===== src/hw/rtl/btpc_pkg.sv =====
// shared types and constants for the barometric compensation unit
`default_nettype none

package btpc_pkg;

    localparam int unsigned NUM_CFG   = 6;
    localparam int unsigned ADDR_W    = 5;
    localparam int unsigned RAW_W     = 24;
    localparam int unsigned COEF_W    = 16;
    localparam int unsigned DT_W      = 26;
    localparam int unsigned TEMP_W    = 19;
    localparam int unsigned ACC_W     = 64;
    localparam int unsigned MPLIER_W  = 25;
    localparam int unsigned TERM_W    = 48;
    localparam int unsigned RES_W     = 32;

    // register indexes
    localparam logic [2:0] IDX_SENS_BASE = 3'd0;
    localparam logic [2:0] IDX_OFF_BASE  = 3'd1;
    localparam logic [2:0] IDX_SENS_TC   = 3'd2;
    localparam logic [2:0] IDX_OFF_TC    = 3'd3;
    localparam logic [2:0] IDX_REF_TEMP  = 3'd4;
    localparam logic [2:0] IDX_TEMP_SLP  = 3'd5;

    // item kinds
    localparam logic OP_TEMP = 1'b0;
    localparam logic OP_PRES = 1'b1;

    localparam logic signed [TEMP_W-1:0] TEMP_REF   = 19'sd2000;
    localparam logic signed [TEMP_W-1:0] TEMP_VLOW  = -19'sd1500;
    localparam logic signed [TEMP_W:0]   N_REF      = 20'sd2000;
    localparam logic signed [TEMP_W:0]   N_VLOW     = 20'sd1500;
    localparam logic signed [ACC_W-1:0]  SAT_MAX    = 64'sd2147483647;
    localparam logic signed [ACC_W-1:0]  SAT_MIN    = -64'sd2147483648;

    typedef enum logic [3:0] {
        ST_IDLE = 4'b0001,
        ST_MUL  = 4'b0010,
        ST_POST = 4'b0100,
        ST_DONE = 4'b1000
    } state_t;

    // which product the shared multiplier is working on
    typedef enum logic [2:0] {
        STEP_T1    = 3'd0,
        STEP_T2    = 3'd1,
        STEP_OFF   = 3'd2,
        STEP_SENS  = 3'd3,
        STEP_SQ1   = 3'd4,
        STEP_SQ2   = 3'd5,
        STEP_LOADP = 3'd6,
        STEP_FIN   = 3'd7
    } step_t;

endpackage

`default_nettype wire


===== src/hw/rtl/baro_temp_pressure_compensation_unit.sv =====
// barometric sensor compensation: shift-add multiplier with a step sequencer
// the time from accept to result valid is set by the bit-serial multiplier, one multiplier bit per
// cycle, with early exit once the remaining multiplier bits are zero
// throughput: one transaction at a time, the next input is taken the cycle after the result is queued
// reset: asynchronous active low; clears config registers, output valid, stored dt and temperature
`default_nettype none

module baro_temp_pressure_compensation_unit (
    input  wire logic        clk,
    input  wire logic        rst_n,
    // input stream
    input  wire logic        s_tvalid,
    output logic             s_tready,
    input  wire logic [23:0] s_tdata,   // [23:0] raw_sample
    input  wire logic        s_tuser,   // [0] operation
    // output stream
    output logic             m_tvalid,
    input  wire logic        m_tready,
    output logic [31:0]      m_tdata,   // [31:0] compensated_value
    output logic             m_tuser,   // [0] result_kind
    // configuration
    input  wire logic        psel,
    input  wire logic        penable,
    input  wire logic        pwrite,
    input  wire logic [4:0]  paddr,
    input  wire logic [31:0] pwdata,
    output logic [31:0]      prdata,
    output logic             pready
);

    btpc_pkg::state_t state_reg, state_next;
    btpc_pkg::step_t  step_reg, step_next;

    logic [btpc_pkg::COEF_W-1:0]          cfg_reg [btpc_pkg::NUM_CFG];
    logic signed [btpc_pkg::DT_W-1:0]     dt_reg, dt_next;
    logic signed [btpc_pkg::TEMP_W-1:0]   temp_reg, temp_next;
    logic [btpc_pkg::RAW_W-1:0]           raw_reg, raw_next;
    logic                                 kind_reg, kind_next;
    logic signed [btpc_pkg::ACC_W-1:0]    acc_reg, acc_next;
    logic signed [btpc_pkg::ACC_W-1:0]    mcand_reg, mcand_next;
    logic [btpc_pkg::MPLIER_W-1:0]        mplier_reg, mplier_next;
    logic signed [btpc_pkg::TERM_W-1:0]   off_reg, off_next;
    logic signed [btpc_pkg::TERM_W-1:0]   sens_reg, sens_next;
    logic [btpc_pkg::RES_W-1:0]           res_reg, res_next;
    logic                                 m_tvalid_reg, m_tvalid_next;
    logic [btpc_pkg::RES_W-1:0]           m_tdata_reg, m_tdata_next;
    logic                                 m_tuser_reg, m_tuser_next;

    logic                                 accept;
    logic                                 cfg_wr;
    logic [2:0]                           cfg_idx;
    logic signed [btpc_pkg::DT_W-1:0]     dt_new;
    logic [btpc_pkg::DT_W-1:0]            dt_abs;
    logic signed [btpc_pkg::ACC_W-1:0]    dt_ext;
    logic signed [btpc_pkg::ACC_W-1:0]    temp_wide;
    logic signed [btpc_pkg::TEMP_W-1:0]   temp1;
    logic signed [btpc_pkg::TEMP_W:0]     n_lo;
    logic signed [btpc_pkg::TEMP_W:0]     n_vlo;
    logic [btpc_pkg::TEMP_W:0]            n_lo_abs;
    logic [btpc_pkg::TEMP_W:0]            n_vlo_abs;
    logic signed [btpc_pkg::TERM_W-1:0]   n2;
    logic signed [btpc_pkg::TERM_W-1:0]   f5;
    logic signed [btpc_pkg::TERM_W-1:0]   f7;
    logic signed [btpc_pkg::TERM_W-1:0]   f11;
    logic signed [btpc_pkg::ACC_W-1:0]    p_full;

    assign s_tready = (state_reg == btpc_pkg::ST_IDLE);
    assign accept   = s_tvalid & s_tready;
    assign m_tvalid = m_tvalid_reg;
    assign m_tdata  = m_tdata_reg;
    assign m_tuser  = m_tuser_reg;

    // configuration port
    assign pready  = 1'b1;
    assign cfg_idx = paddr[4:2];
    assign cfg_wr  = psel & penable & pwrite & pready;

    always_comb
    begin
        if (cfg_idx < 3'(btpc_pkg::NUM_CFG))
        begin
            prdata = {16'h0000, cfg_reg[cfg_idx]};
        end
        else
        begin
            prdata = 32'h0000_0000;
        end
    end

    always_ff @(posedge clk or negedge rst_n)
    begin
        if (!rst_n)
        begin
            for (int i = 0; i < btpc_pkg::NUM_CFG; i++)
            begin
                cfg_reg[i] <= '0;
            end
        end
        else if (cfg_wr && (cfg_idx < 3'(btpc_pkg::NUM_CFG)))
        begin
            cfg_reg[cfg_idx] <= pwdata[15:0];
        end
    end

    // datapath helpers
    assign dt_new = $signed({2'b00, s_tdata})
                  - $signed({2'b00, cfg_reg[btpc_pkg::IDX_REF_TEMP], 8'h00});
    assign dt_abs = dt_reg[btpc_pkg::DT_W-1] ? 26'(-dt_reg) : dt_reg;
    assign dt_ext = {{(btpc_pkg::ACC_W-btpc_pkg::DT_W){dt_reg[btpc_pkg::DT_W-1]}}, dt_reg};

    assign temp_wide = 64'(btpc_pkg::TEMP_REF) + (acc_reg >>> 23);
    assign temp1     = temp_wide[btpc_pkg::TEMP_W-1:0];

    assign n_lo      = {temp_reg[btpc_pkg::TEMP_W-1], temp_reg} - btpc_pkg::N_REF;
    assign n_vlo     = {temp_reg[btpc_pkg::TEMP_W-1], temp_reg} + btpc_pkg::N_VLOW;
    assign n_lo_abs  = n_lo[btpc_pkg::TEMP_W] ? 20'(-n_lo) : n_lo;
    assign n_vlo_abs = n_vlo[btpc_pkg::TEMP_W] ? 20'(-n_vlo) : n_vlo;

    // squares are non-negative and below 2^40
    assign n2  = acc_reg[btpc_pkg::TERM_W-1:0];
    assign f5  = n2 + (n2 <<< 2);
    assign f7  = (n2 <<< 3) - n2;
    assign f11 = (n2 <<< 3) + (n2 <<< 1) + n2;

    assign p_full = ((acc_reg >>> 21)
                  - $signed({{(btpc_pkg::ACC_W-btpc_pkg::TERM_W){off_reg[btpc_pkg::TERM_W-1]}},
                             off_reg})) >>> 15;

    always_comb
    begin
        state_next    = state_reg;
        step_next     = step_reg;
        dt_next       = dt_reg;
        temp_next     = temp_reg;
        raw_next      = raw_reg;
        kind_next     = kind_reg;
        acc_next      = acc_reg;
        mcand_next    = mcand_reg;
        mplier_next   = mplier_reg;
        off_next      = off_reg;
        sens_next     = sens_reg;
        res_next      = res_reg;
        m_tvalid_next = m_tvalid_reg;
        m_tdata_next  = m_tdata_reg;
        m_tuser_next  = m_tuser_reg;

        if (m_tvalid_reg && m_tready)
        begin
            m_tvalid_next = 1'b0;
        end

        unique case (state_reg)
            btpc_pkg::ST_IDLE:
            begin
                if (accept)
                begin
                    kind_next = s_tuser;
                    raw_next  = s_tdata;
                    acc_next  = '0;
                    state_next = btpc_pkg::ST_MUL;
                    if (s_tuser == btpc_pkg::OP_TEMP)
                    begin
                        dt_next     = dt_new;
                        mcand_next  = {{(btpc_pkg::ACC_W-btpc_pkg::DT_W){dt_new[25]}}, dt_new};
                        mplier_next = {9'h000, cfg_reg[btpc_pkg::IDX_TEMP_SLP]};
                        step_next   = btpc_pkg::STEP_T1;
                    end
                    else
                    begin
                        mcand_next  = dt_ext;
                        mplier_next = {9'h000, cfg_reg[btpc_pkg::IDX_OFF_TC]};
                        step_next   = btpc_pkg::STEP_OFF;
                    end
                end
            end

            btpc_pkg::ST_MUL:
            begin
                // one multiplier bit per cycle, stop when no set bits remain
                if (mplier_reg == '0)
                begin
                    state_next = btpc_pkg::ST_POST;
                end
                else
                begin
                    if (mplier_reg[0])
                    begin
                        acc_next = acc_reg + mcand_reg;
                    end
                    mcand_next  = mcand_reg <<< 1;
                    mplier_next = mplier_reg >> 1;
                end
            end

            btpc_pkg::ST_POST:
            begin
                unique case (step_reg)
                    btpc_pkg::STEP_T1:
                    begin
                        temp_next = temp1;
                        if (temp1 < btpc_pkg::TEMP_REF)
                        begin
                            acc_next    = '0;
                            mcand_next  = {39'h0, dt_abs[24:0]};
                            mplier_next = dt_abs[24:0];
                            step_next   = btpc_pkg::STEP_T2;
                            state_next  = btpc_pkg::ST_MUL;
                        end
                        else
                        begin
                            res_next   = {{13{temp1[btpc_pkg::TEMP_W-1]}}, temp1};
                            state_next = btpc_pkg::ST_DONE;
                        end
                    end

                    btpc_pkg::STEP_T2:
                    begin
                        res_next   = {{13{temp_reg[btpc_pkg::TEMP_W-1]}}, temp_reg}
                                   - {14'h0, acc_reg[48:31]};
                        state_next = btpc_pkg::ST_DONE;
                    end

                    btpc_pkg::STEP_OFF:
                    begin
                        off_next    = $signed({16'h0, cfg_reg[btpc_pkg::IDX_OFF_BASE], 16'h0})
                                    + $signed(acc_reg[54:7]);
                        acc_next    = '0;
                        mcand_next  = dt_ext;
                        mplier_next = {9'h000, cfg_reg[btpc_pkg::IDX_SENS_TC]};
                        step_next   = btpc_pkg::STEP_SENS;
                        state_next  = btpc_pkg::ST_MUL;
                    end

                    btpc_pkg::STEP_SENS:
                    begin
                        sens_next = $signed({17'h0, cfg_reg[btpc_pkg::IDX_SENS_BASE], 15'h0})
                                  + $signed(acc_reg[55:8]);
                        if (temp_reg < btpc_pkg::TEMP_REF)
                        begin
                            acc_next    = '0;
                            mcand_next  = {44'h0, n_lo_abs};
                            mplier_next = {5'h00, n_lo_abs};
                            step_next   = btpc_pkg::STEP_SQ1;
                            state_next  = btpc_pkg::ST_MUL;
                        end
                        else
                        begin
                            step_next = btpc_pkg::STEP_LOADP;
                        end
                    end

                    btpc_pkg::STEP_SQ1:
                    begin
                        off_next  = off_reg - (f5 >>> 1);
                        sens_next = sens_reg - (f5 >>> 2);
                        if (temp_reg < btpc_pkg::TEMP_VLOW)
                        begin
                            acc_next    = '0;
                            mcand_next  = {44'h0, n_vlo_abs};
                            mplier_next = {5'h00, n_vlo_abs};
                            step_next   = btpc_pkg::STEP_SQ2;
                            state_next  = btpc_pkg::ST_MUL;
                        end
                        else
                        begin
                            step_next = btpc_pkg::STEP_LOADP;
                        end
                    end

                    btpc_pkg::STEP_SQ2:
                    begin
                        off_next  = off_reg - f7;
                        sens_next = sens_reg - (f11 >>> 1);
                        step_next = btpc_pkg::STEP_LOADP;
                    end

                    btpc_pkg::STEP_LOADP:
                    begin
                        acc_next    = '0;
                        mcand_next  = {{(btpc_pkg::ACC_W-btpc_pkg::TERM_W){
                                        sens_reg[btpc_pkg::TERM_W-1]}}, sens_reg};
                        mplier_next = {1'b0, raw_reg};
                        step_next   = btpc_pkg::STEP_FIN;
                        state_next  = btpc_pkg::ST_MUL;
                    end

                    btpc_pkg::STEP_FIN:
                    begin
                        if (p_full > btpc_pkg::SAT_MAX)
                        begin
                            res_next = btpc_pkg::SAT_MAX[31:0];
                        end
                        else if (p_full < btpc_pkg::SAT_MIN)
                        begin
                            res_next = btpc_pkg::SAT_MIN[31:0];
                        end
                        else
                        begin
                            res_next = p_full[31:0];
                        end
                        state_next = btpc_pkg::ST_DONE;
                    end

                    default:
                    begin
                        state_next = btpc_pkg::ST_DONE;
                    end
                endcase
            end

            btpc_pkg::ST_DONE:
            begin
                // hand the result to the output register once it is free
                if (!m_tvalid_reg || m_tready)
                begin
                    m_tvalid_next = 1'b1;
                    m_tdata_next  = res_reg;
                    m_tuser_next  = kind_reg;
                    state_next    = btpc_pkg::ST_IDLE;
                end
            end

            default:
            begin
                state_next = btpc_pkg::ST_IDLE;
            end
        endcase
    end

    always_ff @(posedge clk or negedge rst_n)
    begin
        if (!rst_n)
        begin
            state_reg    <= btpc_pkg::ST_IDLE;
            step_reg     <= btpc_pkg::STEP_T1;
            dt_reg       <= '0;
            temp_reg     <= '0;
            m_tvalid_reg <= 1'b0;
        end
        else
        begin
            state_reg    <= state_next;
            step_reg     <= step_next;
            dt_reg       <= dt_next;
            temp_reg     <= temp_next;
            m_tvalid_reg <= m_tvalid_next;
        end
    end

    always_ff @(posedge clk)
    begin
        raw_reg     <= raw_next;
        kind_reg    <= kind_next;
        acc_reg     <= acc_next;
        mcand_reg   <= mcand_next;
        mplier_reg  <= mplier_next;
        off_reg     <= off_next;
        sens_reg    <= sens_next;
        res_reg     <= res_next;
        m_tdata_reg <= m_tdata_next;
        m_tuser_reg <= m_tuser_next;
    end

`ifndef SYNTH
    a_mul_done: assert property (@(posedge clk) disable iff (!rst_n)
        (state_reg == btpc_pkg::ST_MUL) && (mplier_reg == '0)
        |=> (state_reg == btpc_pkg::ST_POST))
        else $error("multiplier did not hand over to post step");

    a_accept_busy: assert property (@(posedge clk) disable iff (!rst_n)
        accept |=> (state_reg == btpc_pkg::ST_MUL))
        else $error("accepted transaction did not start the multiplier");

    a_done_hold: assert property (@(posedge clk) disable iff (!rst_n)
        (state_reg == btpc_pkg::ST_DONE) && m_tvalid_reg && !m_tready
        |=> (state_reg == btpc_pkg::ST_DONE))
        else $error("result dropped while output stalled");

    a_square_sign: assert property (@(posedge clk) disable iff (!rst_n)
        (state_reg == btpc_pkg::ST_POST) && (step_reg == btpc_pkg::STEP_T2)
        |-> !acc_reg[btpc_pkg::ACC_W-1])
        else $error("dt square came out negative");
`endif

endmodule

`default_nettype wire

===== config.mk =====
export PLATFORM = sky130hd
export DESIGN_NAME = baro_temp_pressure_compensation_unit
export DESIGN_NICKNAME = d
export VERILOG_FILES = /design/src/hw/rtl/btpc_pkg.sv /design/src/hw/rtl/baro_temp_pressure_compensation_unit.sv
export SDC_FILE = /design/constraint.sdc
export NUM_CORES = 2
export LEC_CHECK = 0
export ABC_AREA = 1
export BUFFER_PORTS_ARGS = -buffer_cell sky130_fd_sc_hd__buf_2
export CAP_MARGIN = 25
export CORE_ASPECT_RATIO = 2
export CORE_UTILIZATION = 55
export DETAILED_ROUTE_END_ITERATION = 12
export HOLD_SLACK_MARGIN = 0.03
export PLACE_DENSITY = 0.81
export SYNTH_ARGS = -nofsm -noshare
export SYNTH_HDL_FRONTEND = slang
export SYNTH_SLANG_ARGS = --single-unit

===== constraint.sdc =====
create_clock -name clk -period 11.9 [get_ports clk]
set_clock_uncertainty 0.15 [all_clocks]
set_input_delay 1.19 -clock clk [delete_from_list [all_inputs] [get_ports clk]]
set_output_delay 1.19 -clock clk [all_outputs]
set_load 0.005 [all_outputs]

==> run summary, run 1 <==
status: stopped before the end
Exit stage: global routing (5_1_grt)
Error Message: [ERROR GRT-0116] Global routing finished with congestion. Check the congestion regions in the DRC Viewer.
Synth Register Bits: 487
largest net degree at the start of global routing: 86
Starting Density: 0.5543
PortBufs: 101
overall global routing resource usage: 0.7025
chip height: 442.1 um
clock sinks: 487
mux contribution to synthesized area: 0
clk root buf: clkbuf_16
IO Pins: 137
post-synthesis simple-gate area fraction: 0.2805
XOR/XNOR share of the synthesized area: 0.03174
share of flip-flops with an asynchronous set or reset: 0.3039
number of global-route vias before repair: 67560
Final GP Congestion: 1.215
synthesized area per cell: 6.711 sq um
dominant synthesized flop cell: edfxtp_1
total CTS buffers: 47
Compound-Gate Fraction of Synth Area: 0.2037
Syn Inst Count: 7936
post-CTS resize count: 0
GRT overflow: 545
number of warnings issued by yosys: 0
CTS max path bufs: 3
die span in x: 222.0 um
CTS HTree Levels: 2
Synth Area in Adders: 0.1354
Cell variety after synth: 69
postcts setup bufs: 0
Seq/Total Area, Yosys: 0.2607
hpwl dp: 224800 um
Hold-fix buffers, CTS: 0
global-route wire length before repair: 508300 um
mapped cell area: 53260 sq um
number of synthesized flops with an enable pin: 339
Site Rows: 161
largest family of logic cells by synthesized area: simple AND/OR/NAND/NOR gates
## logic make-up after synthesis
group,after synthesis
other,2
buffers and inverters,1197
flip-flops,487
adder cells (fa/ha/maj),518
AND/OR/NAND/NOR,3585
XOR/XNOR,193
AO/OA/AOI/OAI,1954
## Yosys cell counts (all sizes together) (64+ instances only)
cell,number,area (sq um)
nand2,1986,7517
inv,1020,3831
nor2,828,3156
a21oi,808,4059
o21ai,716,3602
nand3,456,2330
ha,421,5268
edfxtp,339,10180
dfrtp,147,3679
xor2,125,1095
clkbuf,99,371.6
fa,97,1942
nor3,93,480.5
buf,75,464.2
a31oi,71,444.2
nand4,71,444.2
xnor2,68,595.6
o21bai,64,480.5
## per-layer routing
| layer | GRT usage | GRT overflow |
|---|---|---|
| met2 | 0.9383 | 339 |
| met4 | 0.7669 | 183 |
| met1 | 0.6612 | 8 |
| met5 | 0.1871 | 4 |
| met3 | 0.4824 | 11 |
## stage by stage
step	area [sq um]	hold WS, ps	setup WS [ps]	cells
floorplan	53310	250.3	3107	7951
global placement	55140	250.4	5367	9172
detailed placement	55160	254.5	5263	9176
CTS	56750	270.2	5221	9264
==> inputs of run 2 (changes only) <==
CORE_ASPECT_RATIO = not set   (was 2)
CORE_UTILIZATION = 40   (was 55)
HOLD_SLACK_MARGIN = not set   (was 0.03)
PLACE_DENSITY = not set   (was 0.81)
PLACE_DENSITY_LB_ADDON = 0.15   (was not set)
==> run summary, run 2 <==
Slew headroom: 0.1619
Syn Inst Count: 7936 (unchanged)
RSZ-0062 raised after global routing: false
commonest non-fill, non-tap cell in the layout: nand2_1
CTS max path bufs: 3 (unchanged)
fill cell count: 14260
Setup TNS: 0 ps
fraction of layout cells with a size suffix above 1: 0.05549
final hold vios: 0
fin crit share: 0.5835
Cell variety after synth: 69 (unchanged)
top-area cell type share of the netlist area: 0.1911 (unchanged)
flop-to-flop setup slack: 4960 ps
GRT overflow: 0
area of the die: 134600 sq um
clock sinks: 487 (unchanged)
Final GP Congestion: 1.017 (-16%)
Routed Antenna Nets: 0
Wirelength per Cell: 26.60 um
most frequent cells in the layout: nand2_1 (1968), inv_1 (999), a21oi_1 (804)
Worst Tran Pin Value: 1248 ps
dominant synthesized flop cell: edfxtp_1
Crit. End Element: flip-flop
status: finished, final reports clean
Crit path arrival time: 7230 ps
chip height: 366.9 um (-17%)
WL final: 262000 um
DP Cell Count: 9726 (+6.0%)
Worst Path Max Fanout: 6
synthesized area per cell: 6.711 sq um (unchanged)
fmax: 144.0 MHz
die span in x: 366.9 um (+65%)
Hold-fix buffers, CTS: 0 (unchanged)
detailed-route via count: 56960
count of final setup violators: 0
synth top area cells: edfxtp_1 (19%), nand2_1 (14%), ha_1 (9.9%)
largest net degree at the start of global routing: 84
number of synthesized flops with an enable pin: 339 (unchanged)
clock latency on the worst-skew pair: 730 ps
Nets: 8628
footprint of the multi-input gates: 34840 sq um
most frequent cell after synthesis: nand2_1
Seq/Total Area, Yosys: 0.2607 (unchanged)
IO Pins: 137 (unchanged)
PortBufs: 101 (unchanged)
mapped cell area: 53260 sq um (unchanged)
Initial DRT Pass Iterations: 6
core area: 131800 sq um
CP Launch Type: flip-flop
global-route wire length before repair: 369900 um
hpwl dp: 217400 um (-3.3%)
DRC Markers: 0
HP Class: reg2reg
post-CTS resize count: 0 (unchanged)
Storage cell area: 13880 sq um
Synth Register Bits: 487 (unchanged)
clk root buf: clkbuf_16
Finished Core Util: 0.4409
share of flip-flops with an asynchronous set or reset: 0.3039 (unchanged)
CTS HTree Levels: 2 (unchanged)
Yosys top cell by area: edfxtp_1
routed vias/inst: 5.784
Starting Density: 0.4041 (-0.1502)
overall global routing resource usage: 0.3783
number of warnings issued by yosys: 0 (unchanged)
WP data required: 12190 ps
Area Growth Syn to Fin: 9.116%
final std cells w/o fill: 9848
clock-pin slew on the worst setup and hold paths: 70 ps
Crit Path Category: reg2reg
CTS tree: yes
max reg flops: 96
postcts setup bufs: 0 (unchanged)
final slew viol count: 0
Site Rows: 133 (-17%)
list of most frequent post-synthesis cells: nand2_1 (1969), inv_1 (1003), nor2_1 (813)
number of global-route vias before repair: 51940
maxcap violations: 0
initial drt markers: 6716
initial antenna violation count: 11
Final Critical Period: 6944 ps
total CTS buffers: 59 (+26%)
[run 2: cell families (layout without fill, tap and decap cells)]
logic type,Yosys count,count (layout),share of synthesized area
AOI/OAI and AO/OA,1954,1954,0.2037
xor gates and xnor gates,193,193,0.03174
adders and majority gates,518,518,0.1354
buffers and inverters,1197,1337,0.08784
DFF,487,487,0.2607
other,2,19,0.0001410
and+or+nand+nor,3585,3585,0.2805
[run 2: final timing paths]
path | from | to | depth (start not counted)
worst max register to register | acc_reg[0] | sens_reg[46] | 22
worst min register to register | res_reg[20] | m_tdata[20] | 0
max in group asynchronous | rst_n | temp_reg[3] | 3
min in group asynchronous | rst_n | cfg_reg[91] | 1
worst max-delay path | acc_reg[0] | sens_reg[46] | 22
worst min-delay path | res_reg[20] | m_tdata[20] | 0
[run 2: worst max-delay path: stages, from the launching register on]
cell and delay [ps]:
edfxtp_1 840, inv_1 150, fa_1 570, fa_1 540
o31ai_1 890, a21oi_1 290, inv_1 200, nand2_1 70
nand2_1 110, nand2_1 60, nand2_1 100, nand2_1 60
a31oi_1 300, ha_1 340, a21oi_1 230, o21ai_0 230
a21oi_1 180, nand3_1 180, a21oi_1 640, o21ai_0 230
xor2_1 180, nand2_1 70, o21ai_0 80
[run 2: final cells by class]
type / count / area share
Multi-Input combinational cell: 6267 / 0.5995
Sequential cell: 487 / 0.2389
Tap cell: 1755 / 0.03779
Timing Repair Buffer: 203 / 0.02323
Antenna cell: 2 / 0.00008612
Inverter: 1023 / 0.06616
Clock buffer: 80 / 0.02943
Clock inverter: 31 / 0.004909
[run 2: metrics by stage]
step	worst slack [ps]	hold slack (ps)	instance area, sq um
6_report	4956	268.3	58110
5_1_grt	4850	271.3	58110
4_1_cts	5240	268.4	58000
3_5_place_dp	5256	254.5	56000
3_3_place_gp	5243	250.3	55930
2_1_floorplan	3107	250.3	53310
[run 2: per-layer routing]
metal  global-route usage  share of wire  vias to the layer above
li1                     -              -                    26950
met1               0.5344           0.44                    27090
met2               0.5706           0.43                     2582
met3              0.07133          0.091                      329
met4               0.1373          0.041                        4
met5                    0        0.00010                        -
Power of run 2 is left out: the tool's default activity adds up to more than one toggle a clock period on the data nets, which glitch-free logic cannot reach.
